[src/hw/rtl/asgr_pkg.sv]
package asgr_pkg;

    localparam int ATTR_W = 16;
    localparam int Q_DEPTH = 4;
    localparam int Q_AW = $clog2(Q_DEPTH);

    localparam logic [7:0] CH_ESC = 8'h1b;
    localparam logic [7:0] CH_LBRACKET = 8'h5b;
    localparam logic [7:0] CH_SEMI = 8'h3b;
    localparam logic [7:0] CH_M = 8'h6d;
    localparam logic [7:0] CH_K = 8'h4b;
    localparam logic [7:0] CH_ZERO = 8'h30;
    localparam logic [7:0] CH_NINE = 8'h39;

    localparam logic [ATTR_W-1:0] BASE_RESET = ATTR_W'(7);

    localparam logic [2:0] ADDR_ENABLE = 3'd0;
    localparam logic [2:0] ADDR_BASE = 3'd4;

    typedef enum logic [1:0] {
        EV_TEXT  = 2'd0,
        EV_ATTR  = 2'd1,
        EV_ERASE = 2'd2
    } t_ev;

    typedef struct packed {
        t_ev               kind;
        logic [7:0]        text;
        logic [ATTR_W-1:0] attr;
        logic              esc_first;
    } t_entry;

endpackage

[src/hw/rtl/ansi_sgr_escape_parser.sv]
// ANSI SGR escape parser: takes one byte of a text stream per cycle on the slave
// side if its queue has room, gives text, set-attribute and erase-to-end-of-line
// transfers on the master side, tlast marking the final result of each byte. A
// byte is parsed in the cycle it is accepted; its results wait in a four-entry
// queue before the output register, so input keeps flowing while the output
// stalls, until the queue fills. A lone ESC followed by another byte gives two
// results. The user must write emulation_enable (address 0) and base_attribute
// (address 4) over the APB port only while the stream is idle; it is not checked.
module ansi_sgr_escape_parser import asgr_pkg::*; (
    input  logic        i_clk,
    input  logic        i_rst_n,
    input  logic        i_s_tvalid,
    output logic        o_s_tready,
    input  logic [7:0]  i_s_tdata,   // byte_in[7:0]
    output logic        o_m_tvalid,
    input  logic        i_m_tready,
    output logic [31:0] o_m_tdata,   // event_res[1:0], text_byte[9:2], attribute[25:10], zero
    output logic        o_m_tlast,
    input  logic        i_psel,
    input  logic        i_penable,
    input  logic        i_pwrite,
    input  logic [2:0]  i_paddr,
    input  logic [31:0] i_pwdata,
    output logic [31:0] o_prdata,
    output logic        o_pready
);

    logic              r_en;
    logic [ATTR_W-1:0] r_base;
    logic              wr;
    logic              push, pop, full, empty;
    t_entry            entry, head;

    assign o_pready = 1'b1;
    assign wr = i_psel && i_penable && i_pwrite;

    always_ff @(posedge i_clk) begin
        if (!i_rst_n) begin
            r_en   <= 1'b1;
            r_base <= BASE_RESET;
        end else if (wr) begin
            if (i_paddr == ADDR_ENABLE) begin
                r_en <= i_pwdata[0];
            end else if (i_paddr == ADDR_BASE) begin
                r_base <= i_pwdata[ATTR_W-1:0];
            end
        end
    end

    always_comb begin
        case (i_paddr)
            ADDR_ENABLE: o_prdata = {31'd0, r_en};
            ADDR_BASE:   o_prdata = {(32 - ATTR_W)'(0), r_base};
            default:     o_prdata = 32'd0;
        endcase
    end

    asgr_front u_front (
        .i_clk   (i_clk),
        .i_rst_n (i_rst_n),
        .i_valid (i_s_tvalid),
        .o_ready (o_s_tready),
        .i_byte  (i_s_tdata),
        .i_en    (r_en),
        .i_base  (r_base),
        .i_full  (full),
        .o_push  (push),
        .o_entry (entry)
    );

    asgr_queue u_queue (
        .i_clk   (i_clk),
        .i_rst_n (i_rst_n),
        .i_push  (push),
        .i_entry (entry),
        .i_pop   (pop),
        .o_full  (full),
        .o_empty (empty),
        .o_head  (head)
    );

    asgr_back u_back (
        .i_clk      (i_clk),
        .i_rst_n    (i_rst_n),
        .i_empty    (empty),
        .i_head     (head),
        .o_pop      (pop),
        .o_m_tvalid (o_m_tvalid),
        .i_m_tready (i_m_tready),
        .o_m_tdata  (o_m_tdata),
        .o_m_tlast  (o_m_tlast)
    );

endmodule

[src/hw/rtl/asgr_front.sv]
module asgr_front import asgr_pkg::*; (
    input  logic              i_clk,
    input  logic              i_rst_n,
    input  logic              i_valid,
    output logic              o_ready,
    input  logic [7:0]        i_byte,
    input  logic              i_en,
    input  logic [ATTR_W-1:0] i_base,
    input  logic              i_full,
    output logic              o_push,
    output t_entry            o_entry
);

    typedef enum logic [2:0] {
        PH_TEXT = 3'b001,
        PH_ESC  = 3'b010,
        PH_CSI  = 3'b100
    } t_phase;

    typedef struct packed {
        logic [ATTR_W-1:0] attr;
        logic              neg;
    } t_shadow;

    t_phase            r_phase, n_phase;
    logic [7:0]        r_acc, n_acc;
    logic [ATTR_W-1:0] r_cattr, n_cattr;
    logic              r_cneg, n_cneg;
    logic [ATTR_W-1:0] r_sattr, n_sattr;
    logic              r_sneg, n_sneg;

    logic              accept;
    logic              is_digit;
    logic [11:0]       acc_sum;
    t_shadow           applied;
    logic [ATTR_W-1:0] eff;

    function automatic t_shadow apply_code(input logic [7:0] v, input logic [ATTR_W-1:0] a_in,
                                           input logic neg_in, input logic [ATTR_W-1:0] base);
        t_shadow    r;
        logic [7:0] d;
        r.attr = a_in;
        r.neg  = neg_in;
        d      = 8'd0;
        if (v == 8'd0) begin
            r.attr = base;
            r.neg  = 1'b0;
        end else if (v == 8'd1) begin
            r.attr[3] = 1'b1;
        end else if (v == 8'd2 || v == 8'd22) begin
            r.attr[3] = 1'b0;
        end else if (v == 8'd5 || v == 8'd6) begin
            r.attr[7] = 1'b1;
        end else if (v == 8'd25) begin
            r.attr[7] = 1'b0;
        end else if (v == 8'd7) begin
            r.neg = 1'b1;
        end else if (v == 8'd27) begin
            r.neg = 1'b0;
        end else if (v >= 8'd30 && v <= 8'd37) begin
            d = v - 8'd30;
            r.attr[2:0] = {d[0], d[1], d[2]};
        end else if (v == 8'd39) begin
            r.attr[2:0] = base[2:0];
        end else if (v >= 8'd40 && v <= 8'd47) begin
            d = v - 8'd40;
            r.attr[6:4] = {d[0], d[1], d[2]};
        end else if (v == 8'd49) begin
            r.attr[6:4] = base[6:4];
        end
        return r;
    endfunction

    assign o_ready  = !i_full;
    assign accept   = i_valid && !i_full;
    assign is_digit = (i_byte >= CH_ZERO) && (i_byte <= CH_NINE);
    assign acc_sum  = {4'd0, r_acc} * 12'd10 + {8'd0, i_byte[3:0]};
    assign applied  = apply_code(r_acc, r_sattr, r_sneg, i_base);

    always_comb begin
        eff = applied.attr;
        if (applied.neg) begin
            eff[2:0] = applied.attr[6:4];
            eff[6:4] = applied.attr[2:0];
        end
    end

    always_comb begin
        n_phase = r_phase;
        n_acc   = r_acc;
        n_cattr = r_cattr;
        n_cneg  = r_cneg;
        n_sattr = r_sattr;
        n_sneg  = r_sneg;
        o_push  = 1'b0;
        o_entry = '{kind: EV_TEXT, text: i_byte, attr: '0, esc_first: 1'b0};
        if (accept) begin
            if (!i_en) begin
                n_phase = PH_TEXT;
                o_push  = 1'b1;
            end else begin
                case (r_phase)
                    PH_CSI: begin
                        if (is_digit) begin
                            n_acc = (acc_sum > 12'd255) ? 8'd255 : acc_sum[7:0];
                        end else if (i_byte == CH_SEMI) begin
                            n_sattr = applied.attr;
                            n_sneg  = applied.neg;
                            n_acc   = 8'd0;
                        end else begin
                            if (i_byte == CH_M) begin
                                n_sattr = applied.attr;
                                n_sneg  = applied.neg;
                                n_cattr = applied.attr;
                                n_cneg  = applied.neg;
                                o_push  = 1'b1;
                                o_entry = '{kind: EV_ATTR, text: 8'd0, attr: eff, esc_first: 1'b0};
                            end else if (i_byte == CH_K) begin
                                o_push  = 1'b1;
                                o_entry = '{kind: EV_ERASE, text: 8'd0, attr: '0, esc_first: 1'b0};
                            end
                            n_acc   = 8'd0;
                            n_phase = PH_TEXT;
                        end
                    end
                    PH_ESC: begin
                        if (i_byte == CH_LBRACKET) begin
                            n_phase = PH_CSI;
                            n_acc   = 8'd0;
                            n_sattr = r_cattr;
                            n_sneg  = r_cneg;
                        end else if (i_byte == CH_ESC) begin
                            o_push       = 1'b1;
                            o_entry.text = CH_ESC;
                        end else begin
                            n_phase           = PH_TEXT;
                            o_push            = 1'b1;
                            o_entry.esc_first = 1'b1;
                        end
                    end
                    default: begin
                        if (i_byte == CH_ESC) begin
                            n_phase = PH_ESC;
                        end else begin
                            n_phase = PH_TEXT;
                            o_push  = 1'b1;
                        end
                    end
                endcase
            end
        end
    end

    always_ff @(posedge i_clk) begin
        if (!i_rst_n) begin
            r_phase <= PH_TEXT;
            r_acc   <= 8'd0;
            r_cattr <= BASE_RESET;
            r_cneg  <= 1'b0;
            r_sattr <= BASE_RESET;
            r_sneg  <= 1'b0;
        end else begin
            r_phase <= n_phase;
            r_acc   <= n_acc;
            r_cattr <= n_cattr;
            r_cneg  <= n_cneg;
            r_sattr <= n_sattr;
            r_sneg  <= n_sneg;
        end
    end

endmodule

[src/hw/rtl/asgr_queue.sv]
module asgr_queue import asgr_pkg::*; (
    input  logic   i_clk,
    input  logic   i_rst_n,
    input  logic   i_push,
    input  t_entry i_entry,
    input  logic   i_pop,
    output logic   o_full,
    output logic   o_empty,
    output t_entry o_head
);

    t_entry           r_mem [Q_DEPTH];
    logic [Q_AW-1:0]  r_wptr, n_wptr;
    logic [Q_AW-1:0]  r_rptr, n_rptr;
    logic [Q_AW:0]    r_count, n_count;
    logic             do_push, do_pop;

    assign o_full  = (r_count == (Q_AW+1)'(Q_DEPTH));
    assign o_empty = (r_count == '0);
    assign o_head  = r_mem[r_rptr];
    assign do_push = i_push && !o_full;
    assign do_pop  = i_pop && !o_empty;

    always_comb begin
        n_wptr  = do_push ? r_wptr + Q_AW'(1) : r_wptr;
        n_rptr  = do_pop ? r_rptr + Q_AW'(1) : r_rptr;
        n_count = r_count;
        if (do_push && !do_pop) begin
            n_count = r_count + (Q_AW+1)'(1);
        end else if (do_pop && !do_push) begin
            n_count = r_count - (Q_AW+1)'(1);
        end
    end

    always_ff @(posedge i_clk) begin
        if (do_push) begin
            r_mem[r_wptr] <= i_entry;
        end
    end

    always_ff @(posedge i_clk) begin
        if (!i_rst_n) begin
            r_wptr  <= '0;
            r_rptr  <= '0;
            r_count <= '0;
        end else begin
            r_wptr  <= n_wptr;
            r_rptr  <= n_rptr;
            r_count <= n_count;
        end
    end

endmodule

[src/hw/rtl/asgr_back.sv]
module asgr_back import asgr_pkg::*; (
    input  logic        i_clk,
    input  logic        i_rst_n,
    input  logic        i_empty,
    input  t_entry      i_head,
    output logic        o_pop,
    output logic        o_m_tvalid,
    input  logic        i_m_tready,
    output logic [31:0] o_m_tdata,   // event_res[1:0], text_byte[9:2], attribute[25:10], zero
    output logic        o_m_tlast
);

    logic              r_valid, n_valid;
    logic              r_second, n_second;
    t_ev               r_kind, n_kind;
    logic [7:0]        r_text, n_text;
    logic [ATTR_W-1:0] r_attr, n_attr;
    logic              r_last, n_last;
    logic              load;

    assign load = !r_valid || i_m_tready;

    always_comb begin
        n_valid  = r_valid;
        n_second = r_second;
        n_kind   = r_kind;
        n_text   = r_text;
        n_attr   = r_attr;
        n_last   = r_last;
        o_pop    = 1'b0;
        if (load) begin
            n_valid = !i_empty;
            if (!i_empty) begin
                if (i_head.esc_first && !r_second) begin
                    // emit the held ESC first, keep the entry for its byte
                    n_kind   = EV_TEXT;
                    n_text   = CH_ESC;
                    n_attr   = '0;
                    n_last   = 1'b0;
                    n_second = 1'b1;
                end else begin
                    n_kind   = i_head.kind;
                    n_text   = i_head.text;
                    n_attr   = i_head.attr;
                    n_last   = 1'b1;
                    n_second = 1'b0;
                    o_pop    = 1'b1;
                end
            end
        end
    end

    always_ff @(posedge i_clk) begin
        if (!i_rst_n) begin
            r_valid  <= 1'b0;
            r_second <= 1'b0;
        end else begin
            r_valid  <= n_valid;
            r_second <= n_second;
        end
    end

    always_ff @(posedge i_clk) begin
        r_kind <= n_kind;
        r_text <= n_text;
        r_attr <= n_attr;
        r_last <= n_last;
    end

    assign o_m_tvalid = r_valid;
    assign o_m_tdata  = {(32 - 10 - ATTR_W)'(0), r_attr, r_text, r_kind};
    assign o_m_tlast  = r_last;

endmodule

[config.mk]
export PLATFORM = sky130hd
export DESIGN_NAME = ansi_sgr_escape_parser
export DESIGN_NICKNAME = d
export VERILOG_FILES = /design/src/hw/rtl/asgr_pkg.sv /design/src/hw/rtl/ansi_sgr_escape_parser.sv /design/src/hw/rtl/asgr_front.sv /design/src/hw/rtl/asgr_queue.sv /design/src/hw/rtl/asgr_back.sv
export SDC_FILE = /design/constraint.sdc
export NUM_CORES = 1
export LEC_CHECK = 0
export BUFFER_PORTS_ARGS = -buffer_cell sky130_fd_sc_hd__buf_2
export CORE_MARGIN = 3
export CORE_UTILIZATION = 63
export CTS_CLUSTER_DIAMETER = 150
export CTS_CLUSTER_SIZE = 40
export DETAILED_ROUTE_END_ITERATION = 10
export GPL_TIMING_DRIVEN = 1
export PLACE_DENSITY_LB_ADDON = 0.25
export SLEW_MARGIN = 20
export SYNTH_ARGS = -nofsm -noshare
export SYNTH_HDL_FRONTEND = slang
export SYNTH_SLANG_ARGS = --single-unit
[constraint.sdc]
create_clock -name i_clk -period 7.9 [get_ports i_clk]
set_input_delay 1.58 -clock i_clk [delete_from_list [all_inputs] [get_ports i_clk]]
set_output_delay 1.58 -clock i_clk [all_outputs]
set_load 0.01 [all_outputs]
# Yosys cells after proc, flatten, opt, wreduce, memory -nomap -nowiden
# Memory sizes are Yosys's and may differ from the RTL's. A register that Yosys moved wholly into a read port is not among the register bits.
# Index checks and enable logic that the tools add are counted.
[word_totals] reg_bits=98 latch_bits=0 ram_bits=108 romBits=0 inputBits=50 out_inout_bits=68 elab_cells=176 mem_count=1
[classes] n_addsub=7 multipliers=1 div_mod_pow=0 magnitude_cmp=7 eq_ne=25 shifts=0 mux=82 n_bitwise=4 n_reduce_logical=32
[mem_list] name="u_queue.r_mem" depth=4 width=27 read_ports=1 rd_clocked_by_memory_dff=1 write_ports=1 line="asgr_queue.sv:12" source="t_entry r_mem [Q_DEPTH];"
[ops] cell="two-way mux 27 bit" n=6
[ops] cell="two-way mux 16 bit" n=5
[ops] cell="one-hot mux 16 bit (2 select lines)" n=2
[ops] cell="two-way mux 3 bit" n=21
[ops] cell="two-way mux 8 bit" n=6
[ops] cell="== test 8 x 5 -> 1 bit (second input constant)" n=4
[ops] cell="one-hot mux 8 bit (2 select lines)" n=2
[ops] cell="two-way mux 1 bit" n=25
[ops] cell="== test 8 x 3 -> 1 bit (second input constant)" n=3
[ops] cell="== test 8 x 6 -> 1 bit (second input constant)" n=3
[ops] cell="== test 8 x 7 -> 1 bit (second input constant)" n=3
[ops] cell="<= comparator 8 x 6 -> 1 bit (second input constant)" n=3
[ops] cell="two-way mux 4 bit" n=6
[ops] cell="greater-or-equal comparator 8 x 6 -> 1 bit (second input constant)" n=2
[ops] cell="adder 12 x 4 -> 12 bit" n=1
[ops] cell="greater-than comparator 12 x 8 -> 1 bit (second input constant)" n=1
[ops] cell="AND reduction 6 bit" n=2
[ops] cell="logical AND 1 bit" n=11
[ops] cell="multiplier 8 x 3 -> 11 bit (second input constant)" n=1
[ops] cell="== test 3 bit (second input constant)" n=3
[ops] cell="two-way mux 9 bit" n=1
[ops] cell="== test 8 x 1 -> 1 bit (second input constant)" n=1
[ops] cell="== test 8 x 2 -> 1 bit (second input constant)" n=1
[ops] cell="greater-or-equal comparator 8 x 5 -> 1 bit (second input constant)" n=1
[ops] cell="22 further kinds" n=44

# Longest topological paths before layout
[logic_depth] depth_word=19 mapped_depth=11 mapped_depth_nobuf=10

# Hierarchy
# A second synthesis with hierarchy kept.
[unflattened] cells_unflattened=784 hier_area_um2=9791.9
[modules_own_cells] mod="asgr_queue" n_inst=1 cells_per_inst=189 area_each_um2=4400.5 seq_area_each_um2=3423.3
[modules_own_cells] mod="asgr_front" n_inst=1 cells_per_inst=408 area_each_um2=3268.1 seq_area_each_um2=900.9
[modules_own_cells] mod="asgr_back" n_inst=1 cells_per_inst=74 area_each_um2=1137.3 seq_area_each_um2=850.8
[modules_own_cells] mod="ansi_sgr_escape_parser" n_inst=1 cells_per_inst=113 area_each_um2=985.9 seq_area_each_um2=340.3

# Worst setup path after synthesis
# No wires, ideal clock.
[synth_timing] kind="input to register" from="in i_m_tready" to="reg u_queue.r_count[2]" setup_ns=0.076 arrival_ns=4.418 t_required_ns=7.824 setup_slack_ns=3.406 path_stages=9 n_path_buf=0 path_cell_list="inv_1 a21oi_1 nand2_1 ha_1 inv_1 fa_1 xor2_1 or3_1 a21boi_0"
[synth_via] elab_chain_cells=6 elab_cells_between_ends=8 cone_classes="mux (2); reduce/logical (6)"
[synth_rtl] element="start, declared" line="ansi_sgr_escape_parser.sv:16" source="input logic i_m_tready,"
[synth_rtl] element="logical OR 1 bit *" line="asgr_back.sv:21" source="assign load = !r_valid || i_m_tready;"
[synth_rtl] element="two-way mux 1 bit *" line="asgr_back.sv:31" source="if (load) begin"
[synth_rtl] element="logical AND 1 bit *" line="asgr_queue.sv:22" source="assign do_pop = i_pop && !o_empty;"
[synth_rtl] element="logical NOT 1 bit" line="asgr_queue.sv:28" source="if (do_push && !do_pop) begin"
[synth_rtl] element="logical AND 1 bit" line="asgr_queue.sv:28"
[synth_rtl] element="two-way mux 3 bit / nonzero test 2 bit (equally long branches)"
[synth_rtl] element="end signal, assigned" line="asgr_queue.sv:49" source="r_count <= n_count;"
[synth_rtl] element="end, declared" line="asgr_queue.sv:15" source="logic [Q_AW:0] r_count, n_count;"
# Mark *: on every way between the ends. The rest lies on a longest branch, timed or not.
# A chain may end at the register's enable or synchronous reset.

# Final worst setup path
[layout_timing] from="in i_paddr[1]" to="out o_prdata[9]"
[layout_via] elab_chain_cells=2 elab_cells_between_ends=3 cone_classes="eq/ne (1); mux (1); reduce/logical (1)"
[layout_rtl] element="start, declared" line="ansi_sgr_escape_parser.sv:22" source="input logic [2:0] i_paddr,"
[layout_rtl] element="== test 3 bit / logical NOT 3 bit (equally long branches)" line="ansi_sgr_escape_parser.sv:51" source="case (i_paddr)"
[layout_rtl] element="one-hot mux 16 bit (2 select lines) *" line="ansi_sgr_escape_parser.sv:51"
[layout_rtl] element="end, declared" line="ansi_sgr_escape_parser.sv:24" source="output logic [31:0] o_prdata,"
# Marked as above.

==> key figures <==
Layout
  – Fillers: a little over 1,000
  – Nets: roughly 940
  – Layout cell share with drive strength beyond 1: around 17%
  – Diodes inserted: 0
  – Core Util, Final: between 70% and 80%
  – Area occupied by multi-input gates: slightly below 4000 sq um
  – Sequential cell area: 5520 sq um
  – Layout area overhead: 6.92%

STA
  – Final worst setup slack: 3.89 ns
  – Max-slew violations: 0
  – Tmin final: about 4.0 ns
  – Peak Freq: 0.250 GHz
  – Worst Clk Skew: 0.0502 ns
  – RSZ-0062 raised after global routing: no
  – Final setup viols: 0
  – Final Hold Fails: 0
  – Final Hold Slack: around 0.49 ns
  – Slew headroom: about a quarter
  – Worst slew pin tran: 1.15 ns
  – Setup TNS: 0 ns
  – Tcrit/Tclk final: between 50% and 60%

CTS
  – Clk slew on worst S/H paths: ~0.14 ns
  – Post_cts resized: 0
  – Post-CTS Setup Bufs: 0
  – Clock latency at the later pin of the worst-skew pair: 0.47 ns
  – Clock tree sinks: ~210
  – CTS root buf: clkbuf_16
  – TritonCTS clock tree: yes
  – CTS Hold Bufs: 0
  – CTS Buffer Depth: 3
  – Num CTS Buffers: 9
  – Max H-tree Level: 1

Worst setup path
  – Setup Crit Path Kind: input pin to output port
  – CP arrival: around 2.4 ns
  – Crit-path cells: buf_2 > nor3b_1 > buf_4 > and2_1 > buf_2
  – CP Max Fanout: 17
  – Worst setup EP type: output port
  – Critical Path Source Type: input pin
  – CP required: around 6.3 ns
  – Worst path slowest cell: nor3b_1
  – Crit-path most repeated cell: buf_2
  – Crit-path max cell delay: roughly 0.23 ns

GRT
  – Vias in the first global route: between 6,000 and 7,000
  – Largest net degree at the start of global routing: 79
  – Grt ovf: 0
  – Global-route wire length before repair: ~31 mm
  – All-layer global routing usage: 22.3%
  – Antenna violations before repair: 0

Power and ir drop
  – Switch share: between 20 and 30%
  – Maximum vdd drop: roughly 0.16 mV
  – Sequential cell fraction of total power: 57.1%
  – Leakage Power: between 0.003 and 0.004 uW
  – Int Power: 1820 uW
  – Clock Power Share: between 20 and 25%
  – Sw power: 665 uW
  – Combinational share of power: 21.2%
  – Pwr Total: between 2000 and 2500 uW
  – Pwr/cell area: ~240 nW/um^2

Logic synthesis
  – Synth Instances: approximately 800
  – Synth warnings: 0
  – Synth top area share: 41.5%
  – EDFF count, synth: 135
  – Ys flop type: edfxtp_1
  – Mapped Area: between 9000 and 10,000 sq um
  – Seq cells post-synth: roughly 210
  – Cell taking the most area after synthesis: edfxtp_1
  – Sequential-to-total area share from yosys stat: between 50% and 60%
  – Synthesized area per cell: 12.0 sq um
  – Synth top area cells: edfxtp_1 (42%), dfxtp_1 (15%), mux4_2 (6.2%)
  – Distinct cells, synth: 69
  – Post-synthesis async set-or-reset flop share: 0%

Detailed routing
  – WL/cell: approximately 18 um
  – Iteration-0 DRC Markers: 570
  – Vias per cell: about 6.1
  – Total Routed Length: ~19 mm
  – DRT antenna net count: 0
  – Detailed-route via count: 6,432
  – DR DRC count: 0
  – Pre-Repair DR Iteration Count: 5

Place
  – PortBufs: 78
  – Placer Congestion: about 0.86
  – Setup WS pre-CTS: approximately 3.8 ns
  – Post-DP HPWL: about 13 mm

Floorplanning
  – Core ar.: around 15,000 sq um
  – Die H: 130 um
  – # rows: 44
  – Initial core utilization: between 60 and 70%
  – I/O Pins: 118
  – Die W: about 130 um
  – Full die area: 17,000 sq um

Worst hold path
  – Min-delay worst type: flip-flop to flip-flop

Run
  – Max-cap violations: 0

Outcome
  – Status: completed
-- cells by family after synthesis --
family,count (synthesis),synth area share (%)
mux,41,7.67
buf+inv,81,4.28
xor+xnor,14,1.26
compound gates,149,10.6
other cells,2,0.0770
flops,208,56.5
simple gates,296,16.2
fa+ha+maj,24,3.31
-- area by class of cell --
class / instances / share of cell area, %
clock buffer: 12 / 2.27
inverter: 11 / 0.396
multi-input combinational: 547 / 37.5
timing repair buffer: 88 / 4.46
tap: 184 / 2.21
sequential: 208 / 52.9
clock inverter: 1 / 0.288
-- worst paths after layout --
| check | start | to | slack [ns] | depth (start not counted) |
|---|---|---|---|---|
| worst min register to register | u_front.r_cattr[4] | u_front.r_cattr[4] | 0.49 | 2 |
| worst max-delay path | i_paddr[1] | o_prdata[9] | 3.89 | 5 |
| worst min-delay path | u_front.r_cattr[4] | u_front.r_cattr[4] | 0.49 | 2 |
| worst max register to register | u_front.r_acc[1] | u_front.r_acc[5] | 4.17 | 9 |
-- power by group through the flow --
stage | Clock, uW | Combinational (uW) | Sequential [uW]
global placement | 0 | 516 | 1440
CTS | 549 | 536 | 1420
detailed placement | 0 | 534 | 1450
floorplan | 0 | 365 | 1450
global route | 587 | 581 | 1440
finish | 539 | 527 | 1420
-- worst max-delay path, delay by kind of cell --
kind,cells,cell delay [ns]
buffers and inverters,3,0.47
AND/OR/NAND/NOR,2,0.38
-- state kept, by name (all words and copies together) (netlist names), 3 cells and up, named ones only --
name             flops
r_base              16
u_back.r_attr       16
u_back.r_text        8
u_front.r_acc        8
u_front.r_cattr     16
u_front.r_phase      3
u_front.r_sattr     16
u_queue.r_count      3
u_queue.r_mem      108
-- cell usage after synthesis, types with 21 or more instances --
| library cell | number |
|---|---|
| o21ai_0 | 25 |
| nand2_1 | 101 |
| and2_1 | 58 |
| a21boi_0 | 28 |
| dfxtp_1 | 73 |
| clkbuf_1 | 34 |
| mux4_2 | 27 |
| a21oi_1 | 33 |
| ha_1 | 21 |
| nor2_1 | 29 |
| edfxtp_1 | 135 |
| buf_4 | 23 |
| nor3_1 | 21 |
-- per-stage QoR --
stage / area (sq um) / instances
after global routing: 10400 / 1051
after floorplan: 9840 / 836
final: 10400 / 1051
after global placement: 10200 / 1038
after detailed placement: 10200 / 1038
after CTS: 10400 / 1051
-- cells in the final DEF, fill, tap and decap left out, types with 11 or more instances in the layout --
master / n
a21oi_1: 32
buf_2: 78
mux2i_1: 14
o21ai_0: 25
o31ai_1: 11
nand3_1: 19
nor2b_1: 15
edfxtp_1: 135
inv_1: 11
dfxtp_1: 72
mux4_2: 27
nand2_1: 101
a21boi_0: 28
conb_1: 23
ha_1: 21
and2_1: 58
nor2_1: 29
nor3_1: 21
-- per-layer routing --
metal,wire length [um],part of all wire [%],GRT usage (%)
met3,1230,6.5,2.85
met2,9250,49,38.1
met5,0,0,0
met4,228,1.2,4.66
met1,8170,43,31.4
Note: power is estimated with default switching activity, not from simulation.
